[src/rtl/bsfr_pkg.sv]
// Shared types and constants of the byte-stuffed frame receiver.
package bsfr_pkg;

  localparam int BYTE_W      = 8;
  localparam int LEN_W       = 12;
  localparam int MAX_CONTENT = 2048;
  localparam int MIN_CONTENT = 3;
  localparam int CNT_W       = $clog2(MAX_CONTENT + 1);
  localparam int CFG_IDX_W   = 2;

  localparam logic [CFG_IDX_W-1:0] REG_FLAG   = CFG_IDX_W'(0);
  localparam logic [CFG_IDX_W-1:0] REG_ESCAPE = CFG_IDX_W'(1);
  localparam logic [CFG_IDX_W-1:0] REG_MASK   = CFG_IDX_W'(2);

  localparam logic [BYTE_W-1:0] FLAG_RESET   = 8'd126;
  localparam logic [BYTE_W-1:0] ESCAPE_RESET = 8'd125;
  localparam logic [BYTE_W-1:0] MASK_RESET   = 8'd32;

  typedef enum logic [2:0] {
    K_PAYLOAD  = 3'd0,
    K_GOOD     = 3'd1,
    K_BADSUM   = 3'd2,
    K_SHORT    = 3'd3,
    K_BADESC   = 3'd4,
    K_OVERFLOW = 3'd5
  } kind_t;

  typedef struct packed {
    logic [BYTE_W-1:0] rx_byte;
    logic              block_start;
  } in_word_t;

  typedef struct packed {
    kind_t             kind;
    logic [BYTE_W-1:0] payload_byte;
    logic [LEN_W-1:0]  frame_length;
  } out_word_t;

  typedef struct packed {
    logic [BYTE_W-1:0] flag_value;
    logic [BYTE_W-1:0] escape_value;
    logic [BYTE_W-1:0] xor_mask;
  } cfg_t;

endpackage

[src/rtl/bsfr_deframe.sv]
// Framing state and per-byte destuffing, checksum and status logic.
module bsfr_deframe (
  input  logic               clk,
  input  logic               rst,
  input  logic               step,
  input  bsfr_pkg::cfg_t     cfg,
  input  bsfr_pkg::in_word_t word,
  output logic               has_result,
  output bsfr_pkg::out_word_t result
);
  import bsfr_pkg::*;

  logic              in_frame, in_frame_next;
  logic              escape_pending, escape_pending_next;
  logic              held_valid, held_valid_next;
  logic [BYTE_W-1:0] held_byte, held_byte_next;
  logic [BYTE_W-1:0] sum_emitted, sum_emitted_next;
  logic [CNT_W-1:0]  content_count, content_count_next;

  always_comb begin
    logic              cur_frame;
    logic              cur_esc;
    logic              cur_hv;
    logic [BYTE_W-1:0] cur_held;
    logic [BYTE_W-1:0] cur_sum;
    logic [CNT_W-1:0]  cur_cnt;
    logic [BYTE_W-1:0] b;
    logic [BYTE_W-1:0] c;
    logic              take;
    logic              bad_esc;

    // A block start wipes the framing state before the byte is looked at.
    cur_frame = in_frame & ~word.block_start;
    cur_esc   = escape_pending & ~word.block_start;
    cur_hv    = held_valid & ~word.block_start;
    cur_held  = word.block_start ? '0 : held_byte;
    cur_sum   = word.block_start ? '0 : sum_emitted;
    cur_cnt   = word.block_start ? '0 : content_count;
    b         = word.rx_byte;
    c         = b;
    take      = 1'b0;
    bad_esc   = 1'b0;

    in_frame_next       = cur_frame;
    escape_pending_next = cur_esc;
    held_valid_next     = cur_hv;
    held_byte_next      = cur_held;
    sum_emitted_next    = cur_sum;
    content_count_next  = cur_cnt;

    has_result          = 1'b0;
    result.kind         = K_PAYLOAD;
    result.payload_byte = '0;
    result.frame_length = '0;

    if (cur_esc) begin
      escape_pending_next = 1'b0;
      if (b == (cfg.escape_value ^ cfg.xor_mask)) begin
        c    = cfg.escape_value;
        take = cur_frame;
      end else if (b == (cfg.flag_value ^ cfg.xor_mask)) begin
        c    = cfg.flag_value;
        take = cur_frame;
      end else begin
        bad_esc = 1'b1;
      end
    end else if (b == cfg.flag_value) begin
      if (cur_frame) begin
        has_result          = 1'b1;
        result.frame_length = LEN_W'(cur_cnt);
        if (cur_cnt >= CNT_W'(MIN_CONTENT) && cur_hv) begin
          result.kind         = (cur_sum == cur_held) ? K_GOOD : K_BADSUM;
          result.frame_length = LEN_W'(cur_cnt - CNT_W'(1));
        end else begin
          result.kind = K_SHORT;
        end
        in_frame_next = 1'b0;
      end else begin
        in_frame_next = 1'b1;
      end
      escape_pending_next = 1'b0;
      held_valid_next     = 1'b0;
      held_byte_next      = '0;
      sum_emitted_next    = '0;
      content_count_next  = '0;
    end else if (b == cfg.escape_value) begin
      escape_pending_next = cur_frame;
    end else begin
      take = cur_frame;
    end

    if (take) begin
      if (cur_cnt >= CNT_W'(MAX_CONTENT)) begin
        // Frame is full: drop the byte and abort.
        has_result          = 1'b1;
        result.kind         = K_OVERFLOW;
        result.frame_length = LEN_W'(cur_cnt);
        in_frame_next       = 1'b0;
        escape_pending_next = 1'b0;
        held_valid_next     = 1'b0;
      end else begin
        content_count_next = cur_cnt + CNT_W'(1);
        if (cur_hv) begin
          has_result          = 1'b1;
          result.payload_byte = cur_held;
          sum_emitted_next    = cur_sum + cur_held;
        end
        held_byte_next  = c;
        held_valid_next = 1'b1;
      end
    end

    if (bad_esc) begin
      has_result          = 1'b1;
      result.kind         = K_BADESC;
      result.frame_length = LEN_W'(cur_cnt);
      in_frame_next       = 1'b0;
      escape_pending_next = 1'b0;
      held_valid_next     = 1'b0;
    end
  end

  always_ff @(posedge clk) begin
    if (rst) begin
      in_frame       <= 1'b0;
      escape_pending <= 1'b0;
      held_valid     <= 1'b0;
      held_byte      <= '0;
      sum_emitted    <= '0;
      content_count  <= '0;
    end else if (step) begin
      in_frame       <= in_frame_next;
      escape_pending <= escape_pending_next;
      held_valid     <= held_valid_next;
      held_byte      <= held_byte_next;
      sum_emitted    <= sum_emitted_next;
      content_count  <= content_count_next;
    end
  end

  a_esc_in_frame: assert property (@(posedge clk) disable iff (rst)
    escape_pending |-> in_frame)
    else $error("escape pending outside a frame");

  a_count_bound: assert property (@(posedge clk) disable iff (rst)
    content_count <= CNT_W'(MAX_CONTENT))
    else $error("content count beyond frame limit");

  a_held_counted: assert property (@(posedge clk) disable iff (rst)
    held_valid |-> (content_count != '0))
    else $error("held byte without any counted content");

endmodule

[src/rtl/byte_stuffed_frame_receiver_unit.sv]
// Top level of the byte-stuffed frame receiver: word registers and configuration.
//
//  channel   direction  handshake                      word
//  byte      in         byte_valid / byte_stall        byte_word (rx_byte, block_start)
//  result    out        result_valid / result_stall    result_word (kind, payload_byte,
//                                                      frame_length)
//  config    in         cfg_write_en                   cfg_index, cfg_data
//
// A line word is held in the input register; its result is then loaded into the
// result register, which offers it on result_valid. One word is accepted every
// cycle while the result side keeps up.
// Payload bytes come out one word late, as the last content byte of a frame is its
// checksum and is held back. A word that yields no result still passes the core.
// Reset (rst, synchronous) empties both registers, clears the framing state and
// loads the default flag, escape and mask values; there is no clearing pass.
// A stall on the result side holds a valid result in the result register and, once the input
// register is full as well, raises byte_stall in the same cycle.
module byte_stuffed_frame_receiver_unit (
  input  logic                            clk,
  input  logic                            rst,
  input  logic                            byte_valid,
  output logic                            byte_stall,
  input  bsfr_pkg::in_word_t              byte_word,
  output logic                            result_valid,
  input  logic                            result_stall,
  output bsfr_pkg::out_word_t             result_word,
  input  logic                            cfg_write_en,
  input  logic [bsfr_pkg::CFG_IDX_W-1:0]  cfg_index,
  input  logic [bsfr_pkg::BYTE_W-1:0]     cfg_data
);
  import bsfr_pkg::*;

  cfg_t      cfg;
  in_word_t  held_word;
  logic      in_full;
  logic      advance;
  logic      step;
  logic      has_result;
  out_word_t core_result;

  // Configuration registers; writes to an unused index are ignored.
  always_ff @(posedge clk) begin
    if (rst) begin
      cfg.flag_value   <= FLAG_RESET;
      cfg.escape_value <= ESCAPE_RESET;
      cfg.xor_mask     <= MASK_RESET;
    end else if (cfg_write_en) begin
      case (cfg_index)
        REG_FLAG:   cfg.flag_value   <= cfg_data;
        REG_ESCAPE: cfg.escape_value <= cfg_data;
        REG_MASK:   cfg.xor_mask     <= cfg_data;
        default: ;
      endcase
    end
  end

  // The result register can take a new value when it is empty or being drained.
  assign advance    = !result_valid || !result_stall;
  assign step       = in_full && advance;
  assign byte_stall = in_full && !advance;

  // Input register.
  always_ff @(posedge clk) begin
    if (rst) begin
      in_full <= 1'b0;
    end else if (byte_valid && !byte_stall) begin
      in_full <= 1'b1;
    end else if (advance) begin
      in_full <= 1'b0;
    end
  end

  always_ff @(posedge clk) begin
    if (byte_valid && !byte_stall) begin
      held_word <= byte_word;
    end
  end

  bsfr_deframe u_deframe (
    .clk        (clk),
    .rst        (rst),
    .step       (step),
    .cfg        (cfg),
    .word       (held_word),
    .has_result (has_result),
    .result     (core_result)
  );

  // Result register.
  always_ff @(posedge clk) begin
    if (rst) begin
      result_valid <= 1'b0;
    end else if (advance) begin
      result_valid <= step && has_result;
    end
  end

  always_ff @(posedge clk) begin
    if (step && has_result) begin
      result_word <= core_result;
    end
  end

  a_stall_when_full: assert property (@(posedge clk) disable iff (rst)
    (in_full && result_valid && result_stall) |-> byte_stall)
    else $error("input accepted while both registers are blocked");

  a_result_from_step: assert property (@(posedge clk) disable iff (rst)
    $rose(result_valid) |-> $past(step))
    else $error("result appeared without a core step");

  a_payload_fields: assert property (@(posedge clk) disable iff (rst)
    result_valid |-> ((result_word.kind == K_PAYLOAD) ? (result_word.frame_length == '0)
                                                      : (result_word.payload_byte == '0)))
    else $error("result word carries a field that its kind leaves at zero");

endmodule
[config.mk]
export PLATFORM = sky130hd
export DESIGN_NAME = byte_stuffed_frame_receiver_unit
export DESIGN_NICKNAME = d
export VERILOG_FILES = /design/src/rtl/bsfr_pkg.sv /design/src/rtl/bsfr_deframe.sv /design/src/rtl/byte_stuffed_frame_receiver_unit.sv
export SDC_FILE = /design/constraint.sdc
export NUM_CORES = 1
export LEC_CHECK = 0
export BUFFER_PORTS_ARGS = -buffer_cell sky130_fd_sc_hd__clkbuf_2
export CAP_MARGIN = 25
export CORE_MARGIN = 3
export CORE_UTILIZATION = 40
export CTS_CLUSTER_SIZE = 8
export DETAILED_ROUTE_END_ITERATION = 7
export MAX_ROUTING_LAYER = met4
export PLACE_DENSITY = 0.64
export RECOVER_POWER = 25
export SETUP_SLACK_MARGIN = 0.4
export SYNTH_ARGS = -nofsm -noshare
export SYNTH_HDL_FRONTEND = slang
export SYNTH_SLANG_ARGS = --single-unit
[constraint.sdc]
create_clock -name clk -period 3.9 [get_ports clk]
set_input_delay 0 -clock clk [delete_from_list [all_inputs] [get_ports clk]]
set_output_delay 0 -clock clk [all_outputs]
set_load 0.005 [all_outputs]
==> results.md, run 1 <==
- Num CTS Buffers: 9
- Post-DRT Antenna Nets: 0
- Worst hold path endpoint: u_deframe.sum_emitted[0]
- IO buf count: 48
- Total of max-cap violations: 0
- Vias: 4170
- Largest fanout on the critical path: 21
- Synth warn: 0
- Fillers: 1128
- GRT Resource Usage Total: 18.3%
- Max Fclk: 315 MHz
- Chip Height: 118 um
- CTS tree: built
- Setup crit start kind: flop
- Largest family of logic cells by synthesized area: simple AND/OR/NAND/NOR gates
- Final nets: 615
- Worst hold path depth: 4
- Hold Startpoint: rst
- M1 WL: 5640 um
- Htree depth: 3
- Core region area: 12100 sq um
- Synth Area in Adders: 2.67%
- Least-Margin Pin Slew: 1.04 ns
- Die W: 118 um
- Clock-pin transition on the worst setup and hold timing paths: 0.06 ns
- Clk_skew: 0.00864 ns
- Final hold vios: 0
- # IOs: 49
- RSZ-0062 raised after global routing: no
- Number of placement rows: 40
- Xor and xnor area share after synthesis: 10.9%
- R2R depth: 9
- Crit path kind: flop to flop
- Tmin final: 3.18 ns
- Overflow after GRT: 0
- Critical path's largest stage delay: 0.50 ns
- Crit share post-route: 81.5%
- Clk sinks: 89
- Placed Instances: 719
- Avg Inst Size Synth: 9.39 sq um
- DR WL/cell: 16.0 um
- # DRC: 0
- Sw Share: 22.6%
- Final Non-Filler Cells: 754
- Synthesized flop and latch total: 89
- Share of layout cells above drive strength 1: 13.0%
- LEAKAGE: 0.00221 uW
- Power Internal: 1560 uW
- Combinational power share: 8.3%
- Max layer used: met4
- Synth cell types: 55
- Net Sw Power: 455 uW
- Mux contribution to synthesized area: 2.46%
- CTS Root Cell: clkbuf_16
- Clk_lat worst skew: 0.34 ns
- Reg power frac: 49.9%
- Asr flop ratio synth: 0%
- Vias in the first global route: 3961
- Initial antenna violation count: 0
- Diode count: 0
- CP arrival: 3.28 ns
- Simple-gate share of the synthesized area: 20.5%
- Effective utilization at floorplan: 41.3%
- Req. time, crit path: 4.00 ns
- Cell Chain, Critical Path: xor2_1, nor4_2, nand2_1, a21oi_1, o41ai_2, buf_4, a221oi_1, nor2_2, buf_8
- Initial drt markers: 320
- Vias per cell: 5.53
- Reg2reg start: held_word[5]
- Final-report max-slew violation count: 0
- Gpl congestion: 0.863
- Peak VDD IR: 225 uV
- Worst min-delay path category: input port to flop
- Met2 WL: 5550 um
- Slowest cell on crit path: a21oi_1
- CP Buf/Inv Count: 2
- Largest net degree at the start of global routing: 61
- Final setup fails: 0
- Crit. End Element: flop
- Number of enable flip-flop cells after synthesis: 32
- TNS Setup: 0 ns
- Final WL: 12100 um
- Synth Net Count: 564
- Family with the most delay on the worst path: compound AO/OA/AOI/OAI gates
- Setup slack, reg-to-reg: 0.72 ns
- Routed wl met3: 703 um
- Slew margin rel.: 30.3%
- Compound-Gate Fraction of Synth Area: 16.5%
- Clock share of power: 41.8%
- PwrDens: 344 nW/um^2
- Pre-antenna DRT Iters: 6
- Detailed placer's ending HPWL: 8450 um
- Mapped Cells: 530
- Primary FF master, synth: dfxtp_1
- Post-CTS Setup Bufs: 0
- First-pass GRT wire length: 19800 um
- Post-synthesis sequential area ratio: 42.2%
- R2r endpoint: result_word[2]
- Outcome: finished clean
- Synthesized area: 4980 sq um
- Clk buf depth: 2
- Hold Slack: 0.0677 ns
- Die area: 13800 sq um
- Synth-to-layout area growth: 17.6%
power groups by stage:
stage,clock network [uW],logic [uW],registers (uW)
after global placement,0,148,1020
after floorplan,0,119,1010
after global routing,892,184,1010
after detailed placement,0,150,1020
after CTS,853,166,1000
final,840,168,1000
per-layer routing:
metal  GRT usage [%]  up-vias
met1            23.8     1977
met2            28.2      146
met3            3.84       17
met5               -        -
li1                -     2030
met4            6.96        0
cell type report:
class	count	area [sq um]	share of cell area, %
Multi-Input combinational cell	380	2660	45.5
Inverter	25	93.8	1.60
Clock inverter	4	46.3	0.791
Tap cell	168	210	3.59
Sequential cell	89	2100	35.9
Timing Repair Buffer	76	498	8.51
Clock buffer	12	236	4.04
worst register-to-register path: cells and delay by family, from the launching register on:
kind,cells,cell delay (ns)
DFF,1,0.49
and+or+nand+nor,3,0.78
xor gates and xnor gates,1,0.20
AOI/OAI and AO/OA,3,1.05
buffers and inverters,2,0.42
flip-flops by register name (all words and copies together), names as in the netlist:
register	flops
u_deframe.sum_emitted	8
result_word	23
cfg	24
u_deframe.in_frame	1
in_full	1
held_word	9
u_deframe.held_valid	1
result_valid	1
u_deframe.content_count	12
u_deframe.held_byte	8
u_deframe.escape_pending	1
worst max-delay path by stage:
stage,startpoint,end,slack (ns),cells after the start
2_1_floorplan,held_word[4],result_word[0],0.66,8
3_3_place_gp,held_word[5],result_word[6],0.73,8
3_5_place_dp,held_word[5],result_word[14],0.49,8
4_1_cts,held_word[5],result_word[14],0.47,8
5_1_grt,held_word[5],result_word[14],0.56,9
6_report,held_word[5],result_word[2],0.72,9
synthesized netlist by cell type, types with 10 or more instances:
| library cell | instances | area, sq um |
|---|---|---|
| a21oi_1 | 22 | 110 |
| clkbuf_1 | 30 | 113 |
| dfxtp_1 | 57 | 1140 |
| edfxtp_1 | 32 | 961 |
| inv_1 | 25 | 93.8 |
| mux2i_1 | 10 | 100 |
| nand2_1 | 44 | 165 |
| nand2b_1 | 12 | 75.1 |
| nand3_1 | 12 | 60.1 |
| nor2_1 | 56 | 210 |
| nor2b_1 | 21 | 131 |
| o21ai_0 | 24 | 120 |
| o32ai_1 | 17 | 149 |
| xnor2_1 | 12 | 105 |
| xnor3_1 | 12 | 270 |
| xor2_1 | 19 | 166 |
cells by family (layout without fill, tap and decap cells):
group                    count (synthesis)  count (layout)
AO/OA/AOI/OAI                          117             117
XOR/XNOR                                43              43
adder cells (fa/ha/maj)                 10              10
buffers and inverters                   61             117
flip-flops                              89              89
multiplexers                            12              12
AND/OR/NAND/NOR                        198             198
stage by stage:
step	setup slack [ns]	total power (uW)	area, sq um	utilization (%)
after floorplan	0.665	1130	4980	-
after global placement	0.728	1170	5360	44.4
after detailed placement	0.494	1170	5370	44.5
after CTS	0.475	2020	5830	48.3
after global routing	0.562	2080	5850	48.5
final	0.722	2010	5850	48.5
cell usage in the layout, fill, tap and decap left out, drive strengths merged, types with 11 or more instances in the layout:
| cell type | instances |
|---|---|
| a21oi | 23 |
| clkbuf | 60 |
| dfxtp | 57 |
| dlygate4sd3 | 18 |
| edfxtp | 32 |
| inv | 25 |
| nand2 | 44 |
| nand2b | 12 |
| nand3 | 12 |
| nor2 | 56 |
| nor2b | 21 |
| nor4 | 11 |
| o21ai | 25 |
| o32ai | 17 |
| xnor2 | 12 |
| xnor3 | 12 |
| xor2 | 19 |
timing repair:
item                                    4_1_cts  5_1_grt
hold buffers                                 18        0
gates resized for setup                       0        2
endpoints found under the setup margin        0       23
endpoints found under the hold margin        33        0
Power figures use the tool's default switching activity.
==> inputs of run 2 (changes only) <==
- ABC_AREA: unset -> 1
- PLACE_DENSITY: 0.64 -> 0.63
- clock period: 3.9 -> 3.3 ns (I/O delays scaled with it)
==> results.md, run 2 <==
- Outcome: finished clean
- Detailed placer's ending HPWL: 12100 um
- RSZ-0062 raised after global routing: no
- Reg power frac: 46.8%
- Final WL: 17100 um
- Number of placement rows: 45
- Hold Startpoint: result_stall
- Largest net degree at the start of global routing: 37
- Max Fclk: 379 MHz
- Synth warn: 0
- DR WL/cell: 13.4 um
- PwrDens: 352 nW/um^2
- Power Internal: 1800 uW
- # IOs: 49
- Slew margin rel.: 36.1%
- Biggest regs: cfg x24, result_word x23, u_deframe.content_count x12
- Clk_skew: 0.00913 ns
- Top cell type's share of synthesized area: 23.6%
- Synth cell count leaders: nand2_1, inv_1, nand3_1, dfxtp_1, a21oi_1
- Tmin final: 2.64 ns
- Primary FF master, synth: dfxtp_1
- Least-Margin Pin Slew: 0.957 ns
- Count leader, synth: nand2_1
- Total of max-cap violations: 0
- Share of layout cells above drive strength 1: 12.5%
- Reg2reg start: held_word[0]
- Synth-to-layout area growth: 14.4%
- Req. time, crit path: 3.59 ns
- Die W: 132 um
- Peak VDD IR: 249 uV
- Sw Share: 29.3%
- Gpl congestion: 0.896
- Avg Inst Size Synth: 6.34 sq um
- Initial drt markers: 521
- LEAKAGE: 0.00366 uW
- Htree depth: 3
- Critical path origin: held_word[0]
- Crit. End Element: flop
- Clk sinks: 89
- Synthesized area: 6320 sq um
- Setup crit start kind: flop
- Effective utilization at floorplan: 41.3%
- Most common cell after layout, fill and taps aside: nand2_1
- Flip-flop count of the largest register after layout: 24
- Core region area: 15300 sq um
- Post-synthesis sequential area ratio: 33.2%
- Number of enable flip-flop cells after synthesis: 32
- Worst min-delay path category: input port to flop
- Layout Utilization: 47.2%
- CP arrival: 2.93 ns
- Chip Height: 132 um
- Final-report max-slew violation count: 0
- Post-synth top area cell: nand2_1
- Final setup fails: 0
- First-pass GRT wire length: 28700 um
- Crit share post-route: 79.9%
- Clock-pin transition on the worst setup and hold timing paths: 0.07 ns
- Clk buf depth: 2
- Synth area leaders: nand2_1, dfxtp_1, edfxtp_1
- Synth Net Count: 1031
- Synthesized flop and latch total: 89
- Commonest cells after routing, fill and taps aside: nand2_1, inv_1, nand3_1, dfxtp_1, a21oi_1
- Mapped Cells: 997
- Clk_lat worst skew: 0.36 ns
- Final nets: 1092
- Vias in the first global route: 5816
- Clock share of power: 39.5%
- # DRC: 0
- Overflow after GRT: 0
- Net Sw Power: 744 uW
- Combinational power share: 13.8%
- TNS Setup: 0 ns
- Final hold vios: 0
- Post-DRT Antenna Nets: 0
- Diode count: 0
- Synth cell types: 41
- Fillers: 1616
- Crit path kind: flop to flop
- IO buf count: 48
- Pre-antenna DRT Iters: 7
- Initial antenna violation count: 0
- Largest fanout on the critical path: 17
- Vias: 6358
- Asr flop ratio synth: 0%
- Top reg by flops: cfg
- Num CTS Buffers: 9
- Die area: 17400 sq um
- Vias per cell: 4.99
- GRT Resource Usage Total: 20.6%
- CTS tree: built
- CTS Root Cell: clkbuf_16
run 2: path summary, 6_finish.rpt:
kind / depth (start not counted) / slack, ns / end
max: 15 / 0.66 / u_deframe.sum_emitted[4]
min: 3 / 0.06 / result_valid
max reg2reg: 15 / 0.66 / u_deframe.sum_emitted[4]
min reg2reg: 2 / 0.47 / u_deframe.sum_emitted[0]
run 2: kinds of logic after synthesis:
group / share of synthesized area, %
compound gates: 9.89
flops: 33.2
simple gates: 42.5
fa+ha+maj: 2.10
xor+xnor: 1.25
buf+inv: 11.0
run 2: power groups by stage:
| stage | sequential [uW] | combinational, uW | clock, uW |
|---|---|---|---|
| 2_1_floorplan | 1210 | 246 | 0 |
| 3_5_place_dp | 1220 | 326 | 0 |
| 4_1_cts | 1190 | 345 | 1020 |
| 5_1_grt | 1190 | 395 | 1060 |
| 3_3_place_gp | 1220 | 324 | 0 |
| 6_report | 1190 | 350 | 1000 |
run 2: timing repair:
action                     in CTS  in global routing
resized for setup               0                  1
hold endpoints to repair       34                  0
setup endpoints to repair       0                 53
hold buffers                   19                  0
setup buffers                   0                  2
run 2: layout make-up:
cell class / instances / area, sq um / area share, %
clock inverters: 7 / 53.8 / 0.744
clock buffers: 9 / 225 / 3.11
inverters: 141 / 532 / 7.35
multi-input cells: 735 / 3520 / 48.7
flip-flops and latches: 89 / 2100 / 29.1
well taps: 211 / 264 / 3.65
repair buffers: 82 / 533 / 7.37
run 2: routing by layer:
layer,global-route usage (%),wire length [um],vias up
met5,-,0,-
met3,2.56,826,27
met2,31.7,7450,168
met4,6.42,351,0
li1,-,-,3298
met1,28.5,8430,2865
run 2: critical path, cell delays in order (launching register included):
cell and delay (ns):
edfxtp_1 0.46, buf_4 0.25, nor2_1 0.22, ha_1 0.23, inv_1 0.06, fa_1 0.41, o21ai_0 0.27, or2_2 0.16
nand3_1 0.06, nand2_1 0.07, nand2_1 0.04, nand2_1 0.07, nand2_1 0.05, nand2_1 0.07, nand2_1 0.04, a21oi_1 0.12
run 2: metrics by stage:
step	total power [uW]	worst slack, ns	instances	area, sq um	hold WS [ns]
final	2540	0.663	1274	7230	0.0550
after global routing	2650	0.419	1274	7230	0.0734
after detailed placement	1540	0.482	1237	6760	0.179
after global placement	1540	0.497	1237	6760	0.177
after CTS	2560	0.449	1272	7230	0.0668
after floorplan	1450	0.638	997	6320	0.0989
==> inputs of run 3 (changes only) <==
- clock period: 3.3 -> 2.7 ns (I/O delays scaled with it)
==> results.md, run 3 (same netlist as run 2, synthesis figures left out) <==
- Diode count: 0
- Clk_lat worst skew: 0.36 ns
- Post-route cell area: 7900 sq um
- DP Area: 6910 sq um
- Max Fclk: 437 MHz
- Num CTS Buffers: 9
- Final WL: 18100 um
- Chip Height: 132 um
- Slew margin rel.: 12.3%
- Overflow after GRT: 0
- RSZ-0062 raised after global routing: yes
- Req. time, crit path: 2.81 ns
- Reg2reg start: held_word[0]
- Worst hold path endpoint: cfg[11]
- # DRC: 0
- Least-Margin Pin Slew: 1.31 ns
- Flip-flop count of the largest register after layout: 24
- First-pass GRT wire length: 28700 um
- Largest fanout on the critical path: 7
- Final nets: 1141
- Total of max-cap violations: 0
- Worst min-delay path category: input port to flop
- Number of placement rows: 45
- Die area: 17400 sq um
- Clock-pin transition on the worst setup and hold timing paths: 0.08 ns
- Placed Instances: 1256
- Final hold vios: 0
- Clk sinks: 89
- CTS Root Cell: clkbuf_16
- Fillers: 1551
- Die W: 132 um
- DR WL/cell: 13.7 um
- Most common cell after layout, fill and taps aside: nand2_1
- Effective utilization at floorplan: 41.3%
- Setup slack, reg-to-reg: 0.41 ns
- Largest net degree at the start of global routing: 37
- Vias per cell: 5.05
- Htree depth: 3
- Top reg by flops: cfg
- Peak VDD IR: 302 uV
- Initial antenna violation count: 0
- # IOs: 49
- PwrDens: 412 nW/um^2
- Setup ws final: 0.413 ns
- IO buf count: 48
- Post-place setup slack: 0.206 ns
- Outcome: finished clean
- TNS Setup: 0 ns
- Detailed placer's ending HPWL: 12600 um
- Crit share post-route: 84.7%
- Pre-antenna DRT Iters: 5
- Gpl congestion: 0.898
- Final setup fails: 0
- Final-report max-slew violation count: 0
- Post-DRT Antenna Nets: 0
- Worst hold path depth: 3
- Biggest regs: cfg x24, result_word x23, u_deframe.content_count x12
- CP arrival: 2.40 ns
- Clk_skew: 0.0131 ns
- Crit path kind: flop to flop
- Initial drt markers: 658
- Share of layout cells above drive strength 1: 19.8%
- Synth-to-layout area growth: 24.9%
- GRT Resource Usage Total: 20.8%
- Clk buf depth: 2
- Core region area: 15300 sq um
- Setup crit start kind: flop
- Vias in the first global route: 5732
- Final Non-Filler Cells: 1323
- R2R depth: 8
- Tmin final: 2.29 ns
- CTS tree: built
- R2r endpoint: result_word[21]
- Hold Startpoint: cfg_index[1]
- Crit. End Element: flop
- Vias: 6675
- LEAKAGE: 0.00389 uW
- Commonest cells after routing, fill and taps aside: nand2_1, inv_1, nand3_1, dfxtp_1, buf_4
run 3: cell count changes in the layout (fill, tap and decap cells not counted), moves of 5 or more:
| cell | delta |
|---|---|
| nor2_4 | +8 |
| nor2_2 | +7 |
| buf_4 | +36 |
| nand2_1 | -11 |
| nand2_2 | +8 |
| ha_1 | -5 |
| clkbuf_1 | +6 |
| nor2_1 | -15 |
run 3: power breakdown:
part | internal, uW | leakage (uW) | switching, uW
logic | 180 | 0.00298 | 324
clock network | 659 | 0.000148 | 635
registers | 1430 | 0.000763 | 28.1
run 3: layout make-up:
cell class	instances	area, sq um	share of cell area (%)
tap	211	264	3.34
timing repair buffer	127	900	11.4
multi-input combinational	736	3750	47.5
clock buffer	9	225	2.85
inverter	141	553	7.00
sequential	89	2100	26.6
timing repair inverter	3	22.5	0.285
clock inverter	7	78.8	0.998
run 3: stage by stage:
step           hold WS, ns  utilization (%)  total power [uW]
3_5_place_dp         0.180             45.1              1900
2_1_floorplan       0.0989                -              1780
3_3_place_gp         0.176             45.1              1900
5_1_grt              0.152             51.6              3390
4_1_cts              0.110             49.3              3220
6_report             0.121             51.6              3250
run 3: worst max path at each step:
stage | startpoint | depth (start not counted) | slack [ns] | endpoint
after CTS | held_word[1] | 14 | 0.42 | result_word[7]
after global routing | held_word[0] | 14 | 0.29 | result_word[6]
final | held_word[0] | 8 | 0.41 | result_word[21]
after global placement | held_word[0] | 14 | 0.26 | u_deframe.sum_emitted[4]
after detailed placement | held_word[6] | 14 | 0.21 | result_word[15]
after floorplan | held_word[0] | 15 | 0.40 | u_deframe.sum_emitted[1]
run 3: worst max-delay path, cell delays in order (launching register included):
cell and delay, ns:
edfxtp_1 0.42, buf_6 0.15, buf_2 0.18, nor2_1 0.16
ha_1 0.30, nor4_2 0.29, nand3_1 0.22, o211ai_1 0.25
inv_1 0.07
run 3: metal layers:
metal  part of all wire, %  wire length (um)  track usage (%)
met4                   2.2               402             7.41
met5                     0                 0                -
met2                    44              8010             31.1
met3                   5.1               915             3.17
met1                    48              8740             28.8
run 3: what timing repair did:
item	4_1_cts	5_1_grt
pin swaps	1	18
gates cloned	4	1
hold buffers	21	0
setup buffers	5	20
gates resized for setup	19	57
hold endpoints to repair	37	0
setup endpoints to repair	51	76
